==> config.mk <==
export PLATFORM = sky130hd
export DESIGN_NAME = hzvt_ctrl
export DESIGN_NICKNAME = d
export VERILOG_FILES = /design/src/rtl/hzvt_pkg.sv /design/src/rtl/hzvt_ctrl.sv
export SDC_FILE = /design/constraint.sdc
export NUM_CORES = 1
export LEC_CHECK = 0
export ABC_AREA = 1
export BUFFER_PORTS_ARGS = -buffer_cell sky130_fd_sc_hd__buf_4
export CAP_MARGIN = 25
export CORE_AREA = 2 2 39 41
export CTS_CLUSTER_SIZE = 25
export DETAILED_ROUTE_END_ITERATION = 16
export DIE_AREA = 0 0 41 43
export SLEW_MARGIN = 20
export SYNTH_ARGS = -nofsm -noshare
export SYNTH_HDL_FRONTEND = slang
export SYNTH_SLANG_ARGS = --single-unit
==> constraint.sdc <==
create_clock -name clk -period 1.3 [get_ports clk]
set_input_delay 0.13 -clock clk [delete_from_list [all_inputs] [get_ports clk]]
set_output_delay 0.13 -clock clk [all_outputs]
set_load 0.01 [all_outputs]
==> src/rtl/hzvt_pkg.sv <==
// Types and constants for the visit tracker.
// No dependencies.
package hzvt_pkg;
  localparam int ZONE_W = 32;
  localparam int DEV_W = 4;
  localparam int SLOT_W = 9;
  localparam int CNT_W = 4;
  localparam int CFG_W = 16;
  localparam int CFG_IDX_W = 2;
  localparam logic [CFG_IDX_W-1:0] CFG_ZONE_SIZE = 2'd0;
  localparam logic [CFG_IDX_W-1:0] CFG_THRESHOLD = 2'd1;
  localparam logic [CFG_IDX_W-1:0] CFG_DATA_DEV = 2'd2;
  localparam logic [CFG_IDX_W-1:0] CFG_PARITY_DEV = 2'd3;
  localparam logic [CNT_W-1:0] CNT_MAX = 4'd15;

  typedef struct packed {
    logic [DEV_W-1:0] device;
    logic [31:0] page_number;
  } in_item_t;

  typedef struct packed {
    logic [SLOT_W-1:0] slot;
    logic hit;
    logic claimed;
    logic no_slot;
    logic promote;
    logic [ZONE_W-1:0] zone;
    logic [DEV_W-1:0] brother_device;
  } out_item_t;

  typedef enum logic [3:0] {
    ST_IDLE, ST_CLEAR, ST_DIV, ST_HREAD, ST_HCHK, ST_HWR,
    ST_SSTEP, ST_SCHK, ST_CWR, ST_DONE
  } state_t;

  // Controller to datapath.
  typedef struct packed {
    logic clr_step;
    logic load;
    logic div_step;
    logic hit_rd;
    logic hit_adv;
    logic hit_wr;
    logic scan_rd;
    logic scan_adv;
    logic claim_wr;
    logic finish_hit;
    logic finish_miss;
  } cmd_t;

  // Datapath to controller.
  typedef struct packed {
    logic clr_last;
    logic div_done;
    logic hit_match;
    logic hit_last;
    logic scan_match;
    logic scan_pass_end;
    logic scan_all_end;
  } sts_t;
endpackage

==> src/rtl/hzvt_ctrl.sv <==
// Controller state machine for the visit tracker.
// Depends on hzvt_pkg.
module hzvt_ctrl (
  input  logic clk,
  input  logic rst_n,
  input  logic start,
  output logic busy,
  input  hzvt_pkg::sts_t sts,
  output hzvt_pkg::cmd_t cmd
);
  import hzvt_pkg::*;

  state_t state_r, state_nxt;

  always_ff @(posedge clk) begin
    if (!rst_n) state_r <= ST_CLEAR;
    else state_r <= state_nxt;
  end

  always_comb begin
    state_nxt = state_r;
    cmd = '0;
    busy = (state_r != ST_IDLE);
    case (state_r)
      ST_CLEAR: begin
        cmd.clr_step = 1'b1;
        if (sts.clr_last) state_nxt = ST_IDLE;
      end
      ST_IDLE: begin
        if (start) begin
          cmd.load = 1'b1;
          state_nxt = ST_DIV;
        end
      end
      ST_DIV: begin
        cmd.div_step = 1'b1;
        if (sts.div_done) state_nxt = ST_HREAD;
      end
      ST_HREAD: begin
        cmd.hit_rd = 1'b1;
        state_nxt = ST_HCHK;
      end
      ST_HCHK: begin
        if (sts.hit_match) state_nxt = ST_HWR;
        else if (sts.hit_last) state_nxt = ST_SSTEP;
        else begin
          cmd.hit_adv = 1'b1;
          state_nxt = ST_HREAD;
        end
      end
      ST_HWR: begin
        cmd.hit_wr = 1'b1;
        cmd.finish_hit = 1'b1;
        state_nxt = ST_DONE;
      end
      ST_SSTEP: begin
        if (sts.scan_all_end) begin
          cmd.finish_miss = 1'b1;
          state_nxt = ST_DONE;
        end else begin
          cmd.scan_rd = 1'b1;
          state_nxt = ST_SCHK;
        end
      end
      ST_SCHK: begin
        if (sts.scan_match) state_nxt = ST_CWR;
        else begin
          cmd.scan_adv = 1'b1;
          state_nxt = ST_SSTEP;
        end
      end
      ST_CWR: begin
        cmd.claim_wr = 1'b1;
        cmd.finish_miss = 1'b1;
        state_nxt = ST_DONE;
      end
      ST_DONE: state_nxt = ST_IDLE;
      default: state_nxt = ST_IDLE;
    endcase
  end
endmodule

### Word level (Yosys, flattened, before mapping)

Index checks and enable logic that the tools add are counted.

* flip-flop bits (word level): 4
* input bits: 10
* output and inout port bits: 12
* logic and storage cells: 40

* equal/unequal tests: 11
* multiplexer cells: 24
* reduce and logical (&&, ||, !) cells: 4

Operators with widths (count)
* $pmux 4 s8: 1
* $mux 4: 6
* $eq 4x3->1 const B: 4
* $mux 1: 15
* $eq 4x2->1 const B: 2
* $ne 2x2->1 const B: 3
* $eq 4x1->1 const B: 1
* $eq 4x4->1 const B: 1
* $logic_not 4->1: 1
* $reduce_bool 4->1: 1
* $mux 3: 1
* $reduce_and 3->1: 1
* $pmux 1 s2: 1
* $reduce_or 2->1: 1

### Depth between registers and ports, before layout

* depth in word-level cells: 3
* gate-level depth with buffers: 8

### Least setup slack after synthesis

OpenSTA, ideal clock, no wires.

* kind: reg2reg
* from: register state_r[3]
* to: register state_r[0]
* library setup time: 0.125 ns
* arrival time: 0.919 ns
* data required time: 1.175 ns
* slack: 0.256 ns
* stages on the path, launching flop included: 7
* period minus slack after synthesis: 1.044 ns
* cell sequence: dfxtp_1 > nor2_2 > nand2_1 > nor2_2 > nor2_1 > o21ai_0 > nand3_1

* cells in the longest elaborated chain, start to end: 3

Ends and longest elaborated chain
* start, declared: RTL line hzvt_ctrl.sv:13 `state_t state_r, state_nxt;`
* start signal, assigned: RTL line hzvt_ctrl.sv:17 `else state_r <= state_nxt;`
* $eq 4x4->1 (tied with other cells): RTL line hzvt_ctrl.sv:24 `case (state_r)`
* $reduce_or 2->1 (no source line) or $ne 2x2->1 (tied branches)
* $pmux 4 s8 or $reduce_and 3->1 (tied branches)

Several ways; a longest one is shown, not always the timed one.
A chain may end at the register's enable or synchronous reset.

==> flow_summary.toml <==
[layout]
reg_top3 = "state_r: 4 flops"
area_growth_pct = 62.6
layout-drive-gt1-share_pct = 46.2
regMostFlops = "state_r"
fin_nets = 103
num-fill-cells = 156
final_common_cell = "buf_4"
mostFrequentLayoutCells = "buf_4 (21), inv_1 (17), nand2_1 (15)"
fin_cells = 107
num_antenna_cells = 0
largest_register_ffs = 4

[pwr]
p_per_area_nw_per_um2 = 806
p_sw_share_pct = 34.5
p_leak_nw = 0.360
intPower_mw = 0.324
combPwrFrac_pct = 36.1
p_seq_share_pct = 32.3
fin_total_pwr_mw = 0.495
p_switching_mw = 0.171
vdd_drop_max_v = 0.000429
p_clk_share_pct = 31.6

[worst_hold_path]
min_path_type = "input port to register"

[route]
drt_wl_total_um = 958
dr.pass1.iters = 4
routedWlPerCell_um = 8.95
vias_per_cell = 4.51
drcViolationCount = 0
vias = 483
drtAntennaViolNets = 0
drtIter0Drc = 6

[setup_path]
startpoint_type = "register"
cp_max_fo = 5
endpoint_kind = "primary output"
critical_path_class = "register to primary output"
crit_required_ps = 1170
cp.arrival_ps = 1150

[synth]
ys_warn_count = 0
synthFlopType = "dfxtp_1"
synth-seq-area-share_pct = 21.2
synth_top_cell_area_share_pct = 21.2
async_flop_share_pct = 0
synth-edff-count = 0
synth_nets = 78
synth_largest_area_cell = "dfxtp_1"
synth_cells = 68
synth-seq-cells = 4
avgSynthCellArea_um2 = 5.56
yosys-top-cells-area = "dfxtp_1 (21%), inv_1 (18%), nand2_1 (16%)"
syn_area_um2 = 378
post_synth_num_cell_types = 16

[cts]
cts-root-buf = "clkbuf_4"
cts-buffers-inserted = 3
cts.sinks = 4
cts_max_level = 1
cts_buffer_depth = 2
clk_pin_slew_ps = 40
worstSkewPairLatency_ps = 240
cts_tree = "yes"

[die]
die_y_um = 43
dieArea_um2 = 1760
fp.coreArea_um2 = 1380
fp-row-count = 14
num_io_pins = 22
start_util_pct = 27.3
die_w_um = 41

[sta]
finalCritPeriodShare_pct = 98.7
period_needed_ps = 1280
final_max_slew_viol_count = 0
skew_ps = 6.52
fmax_mhz = 780
rsz0062_at_grt = "yes"
holdWs_ps = 90.7
tightest_slew_ps = 221
finalHoldViolations = 0
setup_viol = 0
tns_ps = 0
slew_headroom_pct = 85.1

[placed_design]
place_hpwl_um = 783
dp.cells = 103
routabilityCongestion = 0.789
io_buffers = 20

[global_route]
grt_start_max_net_pins = 7
grt_overflow = 0
grt_pass1_wl_um = 1540
first_global_vias = 385
antenna_found_initial = 0
gr-usage-all-layers_pct = 13.4

[run]
cap_violations = 0

[run_status]
status = "finished clean"
-- per-stage QoR --
stage | utilization [%] | worst slack, ps | cell area (um^2)
3_3_place_gp | 39.1 | 132 | 541
4_1_cts | 42.4 | -22.1 | 587
3_5_place_dp | 39.1 | 121 | 541
2_1_floorplan | - | 256 | 378
5_1_grt | 44.4 | -58.0 | 614
6_report | 44.4 | 17.1 | 614
-- cells by family after synthesis --
logic type / after synthesis / share of synthesized area, %
AO/OA/AOI/OAI: 6 / 10.6
buffers and inverters: 22 / 22.8
flip-flops: 4 / 21.2
AND/OR/NAND/NOR: 36 / 45.4
-- path summary, 6_finish.rpt --
check,from,endpoint,slack (ps),cells past startpoint
worst max register to register,state_r[2],state_r[1],150,9
worst min register to register,state_r[0],state_r[0],600,2
worst max-delay path,state_r[2],cmd[3],20,6
worst min-delay path,rst_n,state_r[0],90,2
-- synth_stat cells (2+ instances only) --
cell,count
inv_1,18
nand2_1,16
dfxtp_1,4
a31oi_1,2
nor2_2,3
nand3_1,8
inv_2,3
o21ai_0,2
nor2_1,5
-- area by class of cell --
class / instances / area, um^2 / area share (%)
well taps: 16 / 20.0 / 3.26
flip-flops and latches: 4 / 92.6 / 15.1
repair buffers: 21 / 158 / 25.7
multi-input cells: 42 / 238 / 38.7
clock buffers: 3 / 22.5 / 3.67
inverters: 21 / 83.8 / 13.6
-- repair_timing --
item / CTS / global route
setup endpoints to repair: 7 / 12
gates resized for setup: 6 / 10
pin swaps: 1 / 1
buffers inserted: 1 / 0
hold buffers: 0 / 0
-- layer usage --
| layer | share of wire [%] | track usage, % | up-vias | wire (um) |
|---|---|---|---|---|
| li1 | - | - | 254 | - |
| met1 | 39 | 16.7 | 207 | 376 |
| met2 | 51 | 19.1 | 18 | 490 |
| met3 | 6.7 | 1.57 | 4 | 64 |
| met4 | 2.7 | 12.0 | 0 | 26 |
| met5 | 0 | 0 | - | 0 |
-- power by group through the flow --
stage	clock network (mW)	registers (mW)	logic, mW
floorplan	0	0.148	0.0968
global placement	0	0.151	0.163
detailed placement	0	0.150	0.165
CTS	0.164	0.156	0.174
global route	0.176	0.162	0.201
finish	0.156	0.160	0.178
-- critical path, stage by stage, from the launching register on --
cell	delay, ps
dfxtp_4	380
inv_4	40
nor2_4	130
buf_4	140
nand3_2	60
inv_1	60
buf_4	110
Note: power is estimated with default switching activity, not from simulation.
